$ cat src/rtl/dtt_pkg.sv
// Shared types and constants for the temperature text to code converter.
`default_nettype none
package dtt_pkg;

	typedef struct packed {
		logic [7:0] character;
		logic       is_last;
		logic       target;
	} char_word_t;

	typedef struct packed {
		logic [15:0] temp_code;
		logic        target_out;
		logic        parse_error;
	} code_word_t;

	typedef enum logic [2:0] {
		PH_START,
		PH_INT,
		PH_DOT,
		PH_FRAC,
		PH_IGNORE,
		PH_ERROR
	} phase_t;

	localparam logic [7:0] CHAR_MINUS = 8'd45;
	localparam logic [7:0] CHAR_PLUS  = 8'd43;
	localparam logic [7:0] CHAR_DOT   = 8'd46;
	localparam logic [7:0] CHAR_ZERO  = 8'd48;
	localparam logic [7:0] CHAR_NINE  = 8'd57;

	localparam logic [1:0] FRAC_DIGITS = 2'd2;

	localparam logic [6:0] FRAC_QUARTER       = 7'd25;
	localparam logic [6:0] FRAC_HALF          = 7'd50;
	localparam logic [6:0] FRAC_THREE_QUARTER = 7'd75;

	localparam logic [15:0] CODE_QUARTER       = 16'h0020;
	localparam logic [15:0] CODE_HALF          = 16'h0040;
	localparam logic [15:0] CODE_THREE_QUARTER = 16'h0060;

endpackage
`default_nettype wire

$ cat src/rtl/dtt_in_stage.sv
// Input register stage that holds one character word until the parser takes it.
`default_nettype none
module dtt_in_stage (
	input  wire logic               clk,
	input  wire logic               arst_n,
	input  wire logic               char_valid,
	output logic                    char_ready,
	input  wire dtt_pkg::char_word_t char_word,
	input  wire logic               out_free,
	output logic                    advance,
	output dtt_pkg::char_word_t     word_s1
);

	logic valid_s1;

	// A closing word needs room in the result register; other words always move on.
	assign advance    = valid_s1 && (!word_s1.is_last || out_free);
	assign char_ready = !valid_s1 || advance;

	always_ff @(posedge clk or negedge arst_n) begin
		if (!arst_n) begin
			valid_s1 <= 1'b0;
		end else if (char_ready) begin
			valid_s1 <= char_valid;
		end
	end

	always_ff @(posedge clk) begin
		if (char_valid && char_ready) begin
			word_s1 <= char_word;
		end
	end

endmodule
`default_nettype wire

$ cat src/rtl/dtt_parser.sv
// Text parser state machine and threshold code computation for one character word.
`default_nettype none
module dtt_parser #(
	parameter int INT_DIGITS = 3
) (
	input  wire logic                clk,
	input  wire logic                arst_n,
	input  wire logic                take,
	input  wire dtt_pkg::char_word_t word,
	output dtt_pkg::code_word_t      result
);

	localparam logic [1:0] INT_LIMIT = 2'(INT_DIGITS);

	dtt_pkg::phase_t phase_q, phase_d;
	logic            negative_q, negative_d;
	logic [9:0]      int_val_q, int_val_d;
	logic [1:0]      int_cnt_q, int_cnt_d;
	logic [6:0]      frac_val_q, frac_val_d;
	logic [1:0]      frac_cnt_q, frac_cnt_d;

	logic       is_digit;
	logic [3:0] digit;
	logic       err;
	logic [15:0] code_abs;

	assign is_digit = (word.character >= dtt_pkg::CHAR_ZERO) &&
	                  (word.character <= dtt_pkg::CHAR_NINE);
	assign digit    = word.character[3:0];

	always_comb begin
		phase_d    = phase_q;
		negative_d = negative_q;
		int_val_d  = int_val_q;
		int_cnt_d  = int_cnt_q;
		frac_val_d = frac_val_q;
		frac_cnt_d = frac_cnt_q;
		unique case (phase_q)
			dtt_pkg::PH_START: begin
				if (word.character == dtt_pkg::CHAR_MINUS) begin
					negative_d = 1'b1;
					phase_d    = dtt_pkg::PH_INT;
				end else if (word.character == dtt_pkg::CHAR_PLUS) begin
					phase_d = dtt_pkg::PH_INT;
				end else if (is_digit) begin
					int_val_d = {6'd0, digit};
					int_cnt_d = 2'd1;
					phase_d   = dtt_pkg::PH_INT;
				end else begin
					phase_d = dtt_pkg::PH_ERROR;
				end
			end
			dtt_pkg::PH_INT: begin
				if (is_digit) begin
					if (int_cnt_q >= INT_LIMIT) begin
						phase_d = dtt_pkg::PH_ERROR;
					end else begin
						int_val_d = {int_val_q[6:0], 3'd0} + {int_val_q[8:0], 1'b0}
						            + {6'd0, digit};
						int_cnt_d = int_cnt_q + 2'd1;
					end
				end else if (int_cnt_q == 2'd0) begin
					phase_d = dtt_pkg::PH_ERROR;
				end else if (word.character == dtt_pkg::CHAR_DOT) begin
					phase_d = dtt_pkg::PH_DOT;
				end else begin
					phase_d = dtt_pkg::PH_IGNORE;
				end
			end
			dtt_pkg::PH_DOT: begin
				if (is_digit) begin
					frac_val_d = {3'd0, digit};
					frac_cnt_d = 2'd1;
					phase_d    = dtt_pkg::PH_FRAC;
				end else begin
					phase_d = dtt_pkg::PH_IGNORE;
				end
			end
			dtt_pkg::PH_FRAC: begin
				if (is_digit) begin
					if (frac_cnt_q >= dtt_pkg::FRAC_DIGITS) begin
						phase_d = dtt_pkg::PH_ERROR;
					end else begin
						frac_val_d = {frac_val_q[3:0], 3'd0} + {frac_val_q[5:0], 1'b0}
						             + {3'd0, digit};
						frac_cnt_d = frac_cnt_q + 2'd1;
					end
				end else begin
					phase_d = dtt_pkg::PH_IGNORE;
				end
			end
			default: begin
				phase_d = phase_q;
			end
		endcase
	end

	always_comb begin
		err = (phase_d == dtt_pkg::PH_ERROR) || (phase_d == dtt_pkg::PH_START) ||
		      ((phase_d == dtt_pkg::PH_INT) && (int_cnt_d == 2'd0));
		code_abs = {int_val_d[8:0], 7'd0};
		case (frac_val_d)
			dtt_pkg::FRAC_QUARTER:       code_abs = code_abs + dtt_pkg::CODE_QUARTER;
			dtt_pkg::FRAC_HALF:          code_abs = code_abs + dtt_pkg::CODE_HALF;
			dtt_pkg::FRAC_THREE_QUARTER: code_abs = code_abs + dtt_pkg::CODE_THREE_QUARTER;
			default:                     code_abs = code_abs;
		endcase
		result.target_out  = word.target;
		result.parse_error = err;
		if (err) begin
			result.temp_code = 16'd0;
		end else if (negative_d) begin
			result.temp_code = ~code_abs + 16'd1;
		end else begin
			result.temp_code = code_abs;
		end
	end

	always_ff @(posedge clk or negedge arst_n) begin
		if (!arst_n) begin
			phase_q    <= dtt_pkg::PH_START;
			negative_q <= 1'b0;
			int_val_q  <= 10'd0;
			int_cnt_q  <= 2'd0;
			frac_val_q <= 7'd0;
			frac_cnt_q <= 2'd0;
		end else if (take) begin
			if (word.is_last) begin
				phase_q    <= dtt_pkg::PH_START;
				negative_q <= 1'b0;
				int_val_q  <= 10'd0;
				int_cnt_q  <= 2'd0;
				frac_val_q <= 7'd0;
				frac_cnt_q <= 2'd0;
			end else begin
				phase_q    <= phase_d;
				negative_q <= negative_d;
				int_val_q  <= int_val_d;
				int_cnt_q  <= int_cnt_d;
				frac_val_q <= frac_val_d;
				frac_cnt_q <= frac_cnt_d;
			end
		end
	end

endmodule
`default_nettype wire

$ cat src/rtl/dtt_out_reg.sv
// Result register that holds one code word until the consumer takes it.
`default_nettype none
module dtt_out_reg (
	input  wire logic                clk,
	input  wire logic                arst_n,
	input  wire logic                load,
	input  wire dtt_pkg::code_word_t result,
	output logic                     out_free,
	output logic                     code_valid,
	input  wire logic                code_ready,
	output dtt_pkg::code_word_t      code_word
);

	logic valid_q;

	assign code_valid = valid_q;
	assign out_free   = !valid_q || code_ready;

	always_ff @(posedge clk or negedge arst_n) begin
		if (!arst_n) begin
			valid_q <= 1'b0;
		end else if (load) begin
			valid_q <= 1'b1;
		end else if (code_ready) begin
			valid_q <= 1'b0;
		end
	end

	always_ff @(posedge clk) begin
		if (load) begin
			code_word <= result;
		end
	end

endmodule
`default_nettype wire

$ cat src/rtl/decimal_text_to_temp_code.sv
// Top level of the temperature text to threshold code converter.
// A closing word is held in the input stage, then its result word in the result register.
// Throughput: one character word per cycle from the parser state update, unless stalled.
// A waiting result stalls the next closing character and every character behind it.
// Reset: arst_n clears the parser to its start state and empties both registers.
`default_nettype none
module decimal_text_to_temp_code #(
	parameter int INT_DIGITS = 3
) (
	input  wire logic                clk,
	input  wire logic                arst_n,
	input  wire logic                char_valid,
	output logic                     char_ready,
	input  wire dtt_pkg::char_word_t char_word,
	output logic                     code_valid,
	input  wire logic                code_ready,
	output dtt_pkg::code_word_t      code_word
);

	dtt_pkg::char_word_t word_s1;
	dtt_pkg::code_word_t result;
	logic                advance;
	logic                out_free;

	dtt_in_stage u_in_stage (
		.clk        (clk),
		.arst_n     (arst_n),
		.char_valid (char_valid),
		.char_ready (char_ready),
		.char_word  (char_word),
		.out_free   (out_free),
		.advance    (advance),
		.word_s1    (word_s1)
	);

	dtt_parser #(
		.INT_DIGITS (INT_DIGITS)
	) u_parser (
		.clk    (clk),
		.arst_n (arst_n),
		.take   (advance),
		.word   (word_s1),
		.result (result)
	);

	dtt_out_reg u_out_reg (
		.clk        (clk),
		.arst_n     (arst_n),
		.load       (advance && word_s1.is_last),
		.result     (result),
		.out_free   (out_free),
		.code_valid (code_valid),
		.code_ready (code_ready),
		.code_word  (code_word)
	);

endmodule
`default_nettype wire

$ cat config.mk
export PLATFORM = sky130hd
export DESIGN_NAME = decimal_text_to_temp_code
export DESIGN_NICKNAME = d
export VERILOG_FILES = /design/src/rtl/dtt_pkg.sv /design/src/rtl/dtt_in_stage.sv /design/src/rtl/dtt_parser.sv /design/src/rtl/dtt_out_reg.sv /design/src/rtl/decimal_text_to_temp_code.sv
export SDC_FILE = /design/constraint.sdc
export NUM_CORES = 1
export LEC_CHECK = 0
export ABC_CLOCK_PERIOD_IN_PS = 5220
export BUFFER_PORTS_ARGS = -buffer_cell sky130_fd_sc_hd__buf_2
export CELL_PAD_IN_SITES_DETAIL_PLACEMENT = 0
export CELL_PAD_IN_SITES_GLOBAL_PLACEMENT = 1
export CORE_MARGIN = 1.5
export CORE_UTILIZATION = 48
export CTS_BUF_LIST = sky130_fd_sc_hd__clkbuf_4
export DETAILED_ROUTE_END_ITERATION = 16
export GPL_ROUTABILITY_DRIVEN = 1
export GPL_TIMING_DRIVEN = 1
export PLACE_DENSITY_LB_ADDON = 0.1
export SLEW_MARGIN = 20
export SYNTH_ARGS = -nofsm -noshare
export SYNTH_HDL_FRONTEND = slang
export SYNTH_SLANG_ARGS = --single-unit
$ cat constraint.sdc
create_clock -name clk -period 5.22 [get_ports clk]
set_clock_uncertainty 0.15 [all_clocks]
set_input_delay 0.261 -clock clk [delete_from_list [all_inputs] [get_ports clk]]
set_output_delay 0.261 -clock clk [all_outputs]
set_load 0.005 [all_outputs]
After elaboration in Yosys (flattened, before gate mapping)
Index checks and enable logic that the tools add are counted.
{"block": "word_totals", "wordCells": 106, "output_inout_bits": 20, "regBits": 54}
{"block": "op_classes", "mux": 43, "reduce_logical": 20, "eq_ne": 14, "addsub": 10, "magnitude_cmp": 4, "bitwise": 1}
{"cell": "9-bit 2-to-1 mux", "count": 6}
{"cell": "16-bit one-hot mux with 3 select lines", "count": 1}
{"cell": "3-bit 2-to-1 mux", "count": 11}
{"cell": "16-bit by 7-bit adder with 16-bit output (second input constant)", "count": 2}
{"cell": "7-bit 2-to-1 mux", "count": 4}
{"cell": "8-bit by 6-bit == test with 1-bit output (second input constant)", "count": 3}
{"cell": "2-bit 2-to-1 mux", "count": 10}
{"cell": "9-bit one-hot mux with 2 select lines", "count": 1}
{"cell": "16-bit by 1-bit adder with 16-bit output (second input constant)", "count": 1}
{"cell": "16-bit by 6-bit adder with 16-bit output (second input constant)", "count": 1}
{"cell": "16-bit 2-to-1 mux", "count": 1}
{"cell": "16-bit inverter", "count": 1}
{"cell": "7-bit one-hot mux with 2 select lines", "count": 1}
{"cell": "3-bit one-hot mux with 4 select lines", "count": 1}
{"cell": "9-bit by 4-bit adder with 9-bit output", "count": 1}
{"cell": "9-bit adder", "count": 1}
{"cell": "8-bit by 6-bit greater-or-equal comparator with 1-bit output (second input constant)", "count": 1}
{"cell": "8-bit by 6-bit less-or-equal comparator with 1-bit output (second input constant)", "count": 1}
{"cell": "2-bit one-hot mux with 2 select lines", "count": 2}
{"cell": "7-bit by 4-bit adder with 7-bit output", "count": 1}
{"cell": "7-bit adder", "count": 1}
{"cell": "7-bit by 5-bit == test with 1-bit output (second input constant)", "count": 1}
{"cell": "7-bit by 6-bit == test with 1-bit output (second input constant)", "count": 1}
{"cell": "7-bit == test (second input constant)", "count": 1}
{"cell": "16 further kinds", "count": 37}

Logic depth before layout (Yosys ltp)
Gate-level depths: netlist (run 1).
{"block": "depth", "word_depth": 11, "mapped_depth": 14}

By module
Synthesis (run 1) repeated with hierarchy kept, for this count alone.
{"block": "hier_totals", "cells_unflattened": 360, "hier_area_um2": 3632.2}
{"module": "dtt_parser", "n_inst": 1, "cells_each": 322, "area_per_inst_um2": 2666.3, "seq_area_each_um2": 600.6}
{"module": "dtt_out_reg", "n_inst": 1, "cells_each": 21, "area_per_inst_um2": 588.1, "seq_area_each_um2": 565.5}
{"module": "dtt_in_stage", "n_inst": 1, "cells_each": 16, "area_per_inst_um2": 371.6, "seq_area_each_um2": 325.3}
{"module": "decimal_text_to_temp_code", "n_inst": 1, "cells_each": 1, "area_per_inst_um2": 6.3, "seq_area_each_um2": 0.0}

Worst setup path before layout (run 1)
Ideal clock, no wire load.
{"block": "synth_path", "path_type": "flip-flop to flip-flop", "startpoint": "register u_in_stage.word_s1[5] (netlist name)", "endpoint": "register u_out_reg.code_word[17] (netlist name)", "slack_ns": 1.404, "path_stages_with_launch": 12, "path_buffers": 0, "required_time_ns": 4.808, "period_less_slack_ns": 3.816, "arrival_time_ns": 3.405, "cell_sequence": "edfxtp_1 -> fa_1 -> inv_1 -> fa_1 -> a41o_1 -> a211o_1 -> or3_1 -> o41a_1 -> ha_1 -> and3_1 -> a31oi_1 -> mux2i_1"}
{"block": "synth_between", "elab_chain_cells": 11}
{"item": "8-bit by 6-bit greater-or-equal comparator with 1-bit output / 8-bit by 6-bit less-or-equal comparator with 1-bit output (equally long branches)", "line": "dtt_parser.sv:27, dtt_parser.sv:28"}
{"item": "1-bit logical AND", "line": "dtt_parser.sv:27", "source": "assign is_digit = (word.character >= dtt_pkg::CHAR_ZERO) &&"}
{"item": "9-bit 2-to-1 mux", "line": "dtt_parser.sv:45", "source": "end else if (is_digit) begin"}
{"item": "9-bit 2-to-1 mux", "line": "dtt_parser.sv:43", "source": "end else if (word.character == dtt_pkg::CHAR_PLUS) begin"}
{"item": "9-bit 2-to-1 mux", "line": "dtt_parser.sv:40", "source": "if (word.character == dtt_pkg::CHAR_MINUS) begin"}
{"item": "9-bit one-hot mux with 2 select lines", "line": "dtt_parser.sv:38", "source": "unique case (phase_q)"}
{"item": "16-bit by 7-bit adder with 16-bit output, or another cell as far along", "line": "dtt_parser.sv:105", "source": "dtt_pkg::FRAC_THREE_QUARTER: code_abs = code_abs + dtt_pkg::CODE_THREE_QUARTER;"}
{"item": "16-bit one-hot mux with 3 select lines", "line": "dtt_parser.sv:102", "source": "case (frac_val_d)"}
{"item": "16-bit inverter", "line": "dtt_parser.sv:113", "source": "result.temp_code = ~code_abs + 16'd1;"}
{"item": "16-bit by 1-bit adder with 16-bit output", "line": "dtt_parser.sv:113"}
{"item": "16-bit 2-to-1 mux", "line": "dtt_parser.sv:112", "source": "end else if (negative_d) begin"}
Parallel ways exist; a longest one is shown, timed or not.
A chain may end at the register's enable or synchronous reset.

Worst setup path after layout (run 1)
{"block": "layout_path", "startpoint": "register u_in_stage.word_s1[5] (netlist name)", "endpoint": "register u_out_reg.code_word[17] (netlist name)"}
{"block": "layout_between", "elab_chain_cells": 11}
{"item": "8-bit by 6-bit greater-or-equal comparator with 1-bit output / 8-bit by 6-bit less-or-equal comparator with 1-bit output (equally long branches)", "line": "dtt_parser.sv:27, dtt_parser.sv:28"}
{"item": "1-bit logical AND", "line": "dtt_parser.sv:27"}
{"item": "9-bit 2-to-1 mux", "line": "dtt_parser.sv:45"}
{"item": "9-bit 2-to-1 mux", "line": "dtt_parser.sv:43"}
{"item": "9-bit 2-to-1 mux", "line": "dtt_parser.sv:40"}
{"item": "9-bit one-hot mux with 2 select lines", "line": "dtt_parser.sv:38"}
{"item": "16-bit by 7-bit adder with 16-bit output, or another cell as far along", "line": "dtt_parser.sv:105"}
{"item": "16-bit one-hot mux with 3 select lines", "line": "dtt_parser.sv:102"}
{"item": "16-bit inverter", "line": "dtt_parser.sv:113"}
{"item": "16-bit by 1-bit adder with 16-bit output", "line": "dtt_parser.sv:113"}
{"item": "16-bit 2-to-1 mux", "line": "dtt_parser.sv:112"}
Parallel ways exist; a longest one is shown, timed or not.

==> summary.txt, run 1 <==
Critical path
  – Ordered list of cells on the worst path: fa_1 -> inv_1 -> fa_1 -> a41o_1 -> a211o_1 -> or3_1 -> o41a_1 -> ha_1 -> and3_1 -> a31oi_1 -> mux2i_1
  – Most used cell, CP: fa_1
  – Critical Path AT: between 4000 and 5000 ps
  – Critical Path RT: about 5300 ps
  – Startpoint Class: register
  – Critical path type: register to register
  – Crit end category: register
  – Max incr delay on CP: just over 600 ps
  – Critical Path Fanout Max: 7
  – Top delay family on crit path: adder cells
  – Critical-path cell with the highest stage delay: fa_1
  – Worst path bufs/invs: 1

Timing
  – Final setup margin: 1150 ps
  – Crit share post-route: 0.780
  – RSZ-0062 raised after global routing: no
  – Final Hold Fails: 0
  – Endpoints failing setup: 0
  – Rel. slew slack: 0.282
  – Setup TNS: 0 ps
  – Fin crit period: 4070 ps
  – Fmax: about 250 MHz
  – Worst-Margin Slew: 1060 ps
  – Worst hold slack: 263 ps
  – Slew Viols, Final: 0

Floorplanning
  – Io pins: 34
  – Die Ht: 86.3 um
  – Initial Utilization: 0.493
  – Core Region: between 0.006 and 0.007 mm^2
  – Die area: 0.00745 mm^2
  – Row count: 30
  – Die width: around 86 um

Final layout
  – Share of layout cells above drive strength 1: 0.127
  – Post-Layout Inst Area: around 0.0037 mm^2
  – # diodes: 0
  – Area of the multi-input gates: 0.00181 mm^2
  – Nets: 416
  – Layout area overhead: 10.6%
  – Final cell count without fillers: between 400 and 500
  – Final core occ: 0.546
  – Fillers: around 600
  – Most frequent cells in the layout: o21ai_0 (28), buf_2 (28), dfrtp_1 (26)
  – Register area: about 0.0013 mm^2

Synth
  – Synth cell types: 64
  – Syn Area/Cell: 9.75 um^2
  – Top cells by area, synth: edfxtp_1 (21%), dfrtp_1 (20%), ha_1 (8.3%), o21ai_0 (4.2%), inv_1 (2.8%)
  – Post-Syn Instances: approximately 340
  – Post-synth EDFFs: 23
  – Sequential-to-total area share from yosys stat: 0.402
  – Mapped Area: about 0.0033 mm^2
  – Area leader, netlist: edfxtp_1
  – Synth Flop Type: dfrtp_1
  – Register bit total from synthesis: 49
  – Share of the synthesized area in the top cell type: 0.207
  – Synth warn: 0
  – Ys async rst share: 0.531

Detailed routing
  – Detail Route Antenna Nets: 0
  – WL per Instance: 17.3 um
  – Initial DRC count: 100
  – Detailed Route WL: ~7900 um
  – Total number of vias: ~2700
  – DRT Pass-1 Iters: 4
  – Post-DR vias/cell: around 5.9
  – DRC errors left: 0

Status
  – Status: finished clean

Pwr
  – Pleak: between 1.5 and 2 nW
  – Clock power frac: 0.229
  – Comb pwr share: 0.207
  – Peak supply drop: 0.159 mV
  – NetSw: between 0.2 and 0.3 mW
  – Power Dens Cells: around 220 mW/mm^2
  – Reg power frac: 0.564
  – P_int: ~0.55 mW
  – Total Power: between 0.8 and 0.9 mW
  – Switching Share: 0.324

Global routing
  – Total gr overflow: 0
  – First-pass GRT wire length: around 13000 um
  – Largest net degree at the start of global routing: 27
  – Number of global-route vias before repair: 2537
  – GRT Overall Usage: 0.227
  – Initial antenna violation count: 0

Clock network
  – Max H-tree Level: 2
  – Clk Latency, worst-skew pair: around 380 ps
  – Clock Sinks: between 40 and 50
  – Post-CTS Setup Bufs: 0
  – Number of buffers created by CTS: 5
  – CTS clock-pin slew for the worst setup and hold paths: 160 ps
  – Root Driver: clkbuf_4
  – Max Buffers Root-to-Sink: 2
  – CTS tree: done

Worst hold path
  – Hold Crit Class: input port to async pin

Placed design
  – Port Buffers: 28
  – Placed cells: 436
  – Post-DP HPWL: 5700 um
  – Pre-CTS setup slack: between 1000 and 1500 ps
  – Gpl congestion: 0.914
  – Placed inst area: between 0.003 and 0.004 mm^2

Run
  – Maxcap violations: 0
==> state kept, by name, indices dropped and copies added (netlist names) <==
name,flops
u_parser.negative_q,1
u_in_stage.valid_s1,1
u_parser.frac_val_q,7
u_parser.phase_q,3
u_parser.frac_cnt_q,2
u_parser.int_cnt_q,2
u_in_stage.word_s1,10
u_out_reg.code_valid,1
u_out_reg.code_word,13
u_parser.int_val_q,9
==> layer usage <==
metal	track usage	vias to the layer above	part of all wire
met5	0	-	0
met4	0.0821	0	0.015
met3	0.0314	9	0.054
met2	0.362	82	0.47
met1	0.317	1298	0.47
li1	-	1315	-
==> cells by family (layout without fill, tap and decap cells) <==
kind of cell / Yosys count / after routing / synth area share
AND/OR/NAND/NOR: 106 / 106 / 0.181
AO/OA/AOI/OAI: 93 / 93 / 0.187
flip-flops: 49 / 49 / 0.402
buffers and inverters: 44 / 75 / 0.0578
adder cells (fa/ha/maj): 26 / 26 / 0.107
XOR/XNOR: 14 / 14 / 0.0368
multiplexers: 9 / 9 / 0.0274
other: 1 / 5 / 0.00113
==> power by group through the flow <==
stage / clock, mW / combinational (mW) / sequential (mW)
floorplan: 0 / 0.136 / 0.447
global placement: 0 / 0.160 / 0.469
detailed placement: 0 / 0.161 / 0.468
CTS: 0.193 / 0.170 / 0.460
global route: 0.205 / 0.190 / 0.466
finish: 0.188 / 0.170 / 0.461
==> synthesized netlist by cell type (4+ instances only) <==
master	number
inv_1	25
nand3_1	9
a21oi_1	9
nand2b_1	4
o22ai_1	5
o21ai_0	28
buf_2	4
buf_4	6
nor2_1	21
fa_1	4
a31oi_1	10
dfrtp_1	26
and2_1	5
xor2_1	4
nor3_1	6
a22o_1	6
edfxtp_1	23
xnor2_1	10
nor2b_1	6
clkbuf_1	9
a21o_1	5
ha_1	22
nand2_1	24
a22oi_1	4
mux2i_1	8
==> what timing repair did <==
action                                 CTS  global route
resized for setup                        0             0
hold buffers                            13             0
endpoints found under the hold margin   38             0
==> worst register-to-register path: cells and delay by family (launching register included) <==
family | cells | cell delay (ps)
buf+inv | 1 | 60
simple gates | 2 | 540
compound gates | 4 | 1070
mux | 1 | 220
fa+ha+maj | 3 | 1330
flops | 1 | 560
==> area by class of cell <==
type / count / area share
clock buffers: 6 / 0.0122
clock inverters: 2 / 0.00373
inverters: 25 / 0.0255
multi-input cells: 253 / 0.492
flip-flops and latches: 49 / 0.364
well taps: 80 / 0.0272
repair buffers: 42 / 0.0754
==> worst paths after layout <==
path	end	slack (ps)	cells past startpoint	startpoint
hold reg to reg	u_out_reg.code_word[1]$_DFFE_PP_	310	0	u_in_stage.word_s1[0]$_DFFE_PP_
setup / recovery	u_out_reg.code_word[17]$_SDFFCE_PP0P_	1150	11	u_in_stage.word_s1[5]$_DFFE_PP_
setup reg to reg	u_out_reg.code_word[17]$_SDFFCE_PP0P_	1150	11	u_in_stage.word_s1[5]$_DFFE_PP_
hold / removal	u_parser.int_val_q[7]$_DFFE_PN0P_	260	2	arst_n
max in group asynchronous	u_parser.int_val_q[2]$_DFFE_PN0P_	4240	2	arst_n
min in group clk	u_out_reg.code_word[1]$_DFFE_PP_	310	0	u_in_stage.word_s1[0]$_DFFE_PP_
No activity file was read; power rests on OpenSTA's default activity.
==> run 2, diff against run 1 <==
--- a/config.mk
+++ b/config.mk
@@ -5,12 +5,12 @@
 export SDC_FILE = /design/constraint.sdc
 export NUM_CORES = 1
 export LEC_CHECK = 0
-export ABC_CLOCK_PERIOD_IN_PS = 5220
+export ABC_CLOCK_PERIOD_IN_PS = 3400
 export BUFFER_PORTS_ARGS = -buffer_cell sky130_fd_sc_hd__buf_2
 export CELL_PAD_IN_SITES_DETAIL_PLACEMENT = 0
 export CELL_PAD_IN_SITES_GLOBAL_PLACEMENT = 1
 export CORE_MARGIN = 1.5
-export CORE_UTILIZATION = 48
+export CORE_UTILIZATION = 43
 export CTS_BUF_LIST = sky130_fd_sc_hd__clkbuf_4
 export DETAILED_ROUTE_END_ITERATION = 16
 export GPL_ROUTABILITY_DRIVEN = 1
==> constraint.sdc (replaced) <==
create_clock -name clk -period 3.4 [get_ports clk]
set_clock_uncertainty 0.15 [all_clocks]
set_input_delay 0.17 -clock clk [delete_from_list [all_inputs] [get_ports clk]]
set_output_delay 0.17 -clock clk [all_outputs]
set_load 0.005 [all_outputs]
==> run 2 against run 1 <==
The flow now finishes with violations (negative setup slack); power is 69% higher; combinational power rose by 90%; register-to-register slack worse by 1600 ps; worst setup slack got worse by 1600 ps; clock-buffer cell count did not move; sequential share of layout area shrank 4.9 points; global-route usage shrank 0.68 points; die area up 11%; utilization is 3.3 points higher; cell count grew 15%.
==> summary.txt, run 2 (synthesized netlist as in run 1, its figures left out) <==
Final layout
  – Largest register FFs: 13
  – Final core occ: 0.578
  – Top Registers: u_out_reg.code_word x13, u_in_stage.word_s1 x10, u_parser.int_val_q x9
  – # diodes: 0
  – Share of layout cells above drive strength 1: 0.268
  – Layout area overhead: 27.8%
  – Final cell count without fillers: between 500 and 600
  – Largest register by flop count: u_out_reg.code_word
  – Post-Layout Inst Area: approximately 0.0043 mm^2
  – Commonest non-fill, non-tap cell in the layout: buf_4
  – Most frequent cells in the layout: buf_4 (47), buf_2 (28), o21ai_0 (27)
  – Nets: 465
  – Fillers: 678

Global routing
  – Initial antenna violation count: 0
  – Number of global-route vias before repair: around 3000
  – First-pass GRT wire length: 14400 um
  – GRT Overall Usage: 0.220
  – Largest net degree at the start of global routing: 27
  – Total gr overflow: 0

Critical path
  – Startpoint Class: register
  – Reg-to-reg setup timing slack: -410 ps
  – Worst R2R Path Depth: 11
  – Critical Path AT: about 3900 ps
  – Critical Path Fanout Max: 5
  – Crit end category: register
  – Critical path type: register to register
  – Critical Path RT: between 3000 and 4000 ps

Clock network
  – Number of buffers created by CTS: 5
  – Max Buffers Root-to-Sink: 2
  – Clock Sinks: 49
  – CTS clock-pin slew for the worst setup and hold paths: 160 ps
  – Clk Latency, worst-skew pair: between 300 and 400 ps
  – CTS tree: done
  – Root Driver: clkbuf_4
  – Max H-tree Level: 2

Timing
  – Final Hold Fails: 0
  – Slew Viols, Final: 0
  – RSZ-0062 raised after global routing: yes
  – Fmax: 263 MHz
  – Final setup margin: -406 ps
  – Worst-Margin Slew: about 700 ps
  – Crit share post-route: 1.12
  – Rel. slew slack: 0.533
  – Endpoints failing setup: 11
  – Setup TNS: -3000 ps
  – Fin crit period: between 3000 and 4000 ps

Pwr
  – Power Dens Cells: about 320 mW/mm^2
  – Pleak: roughly 1.8 nW
  – Peak supply drop: ~0.18 mV

Detailed routing
  – DRC errors left: 0
  – Top Metal Used: met4
  – WL per Instance: approximately 16 um
  – Detailed Route WL: 8500 um
  – Detail Route Antenna Nets: 0
  – WL met3: around 270 um
  – Initial DRC count: between 100 and 150
  – Metal2 WL: 4090 um
  – Wl on met1: ~4000 um
  – Post-DR vias/cell: between 5 and 6
  – Total number of vias: between 2000 and 3000
  – DRT Pass-1 Iters: 4

Floorplanning
  – Row count: 31
  – Io pins: 34
  – Initial Utilization: 0.452
  – Die Ht: approximately 90 um
  – Core Region: approximately 0.0074 mm^2
  – Die area: roughly 0.0083 mm^2
  – Die width: about 91 um

Placed design
  – Placed cells: 498
  – Port Buffers: 28
  – Gpl congestion: around 0.85
  – Post-DP HPWL: approximately 6300 um
  – Placed inst area: just under 0.004 mm^2

Status
  – Status: finished, violations left
  – Failing checks: negative setup slack

Worst hold path
  – Hold Crit Class: input port to async pin

Run
  – Maxcap violations: 0
[run 2: metrics by stage]
step,worst slack [ps],total power [mW],hold slack (ps)
4_1_cts,-417,1.39,210
3_5_place_dp,-414,0.999,90.1
5_1_grt,-539,1.46,213
6_report,-406,1.38,184
3_3_place_gp,-327,0.998,98.7
2_1_floorplan,-285,0.895,-276
[run 2: layout make-up]
| type | count | area (um^2) | share of cell area |
|---|---|---|---|
| Clock inverter | 2 | 38.8 | 0.00910 |
| Tap cell | 99 | 124 | 0.0291 |
| Clock buffer | 6 | 45.0 | 0.0106 |
| Inverter | 25 | 93.8 | 0.0220 |
| Multi-Input combinational cell | 253 | 1960 | 0.460 |
| Timing Repair Buffer | 91 | 659 | 0.155 |
| Sequential cell | 49 | 1340 | 0.315 |
[run 2: worst max-delay path, cell delays in order (launching register included)]
cell and delay (ps):
dfrtp_1 440, fa_1 590, inv_2 50, fa_2 450, a41o_1 190, a211o_1 310
or3_1 370, o41a_1 390, ha_4 210, and3_4 150, a31oi_4 140, mux2i_1 210
[run 2: power breakdown]
| part | switching, mW | leakage (nW) | total, mW | internal, mW |
|---|---|---|---|---|
| combinational | 0.187 | 1.18 | 0.323 | 0.136 |
| sequential | 0.0377 | 0.577 | 0.694 | 0.656 |
| clock | 0.199 | 0.0459 | 0.364 | 0.165 |
| total | 0.424 | 1.81 | 1.38 | 0.957 |
[run 2: routing by layer]
layer | vias up | global-route usage
li1 | 1420 | -
met1 | 1386 | 0.287
met2 | 56 | 0.383
met3 | 12 | 0.0293
met4 | 0 | 0.0560
met5 | - | 0
[run 2: worst paths after layout]
check,startpoint,end
min,arst_n,u_parser.frac_val_q[0]$_DFFE_PN0P_
max,u_parser.frac_val_q[2]$_DFFE_PN0P_,u_out_reg.code_word[17]$_SDFFCE_PP0P_
min reg2reg,u_in_stage.word_s1[0]$_DFFE_PP_,u_out_reg.code_word[1]$_DFFE_PP_
max in group asynchronous,arst_n,u_parser.phase_q[2]$_DFFE_PN0P_
min in group clk,u_in_stage.word_s1[0]$_DFFE_PP_,u_out_reg.code_word[1]$_DFFE_PP_
max reg2reg,u_parser.frac_val_q[2]$_DFFE_PN0P_,u_out_reg.code_word[17]$_SDFFCE_PP0P_
[run 2: repair_timing]
| action | in CTS | in global routing |
|---|---|---|
| endpoints found under the setup margin | 10 | 12 |
| resized for setup | 23 | 9 |
| gates cloned | 0 | 0 |
| pin swaps | 6 | 8 |
| endpoints found under the hold margin | 38 | 0 |
| buffers inserted | 3 | 4 |
| hold buffers | 14 | 0 |
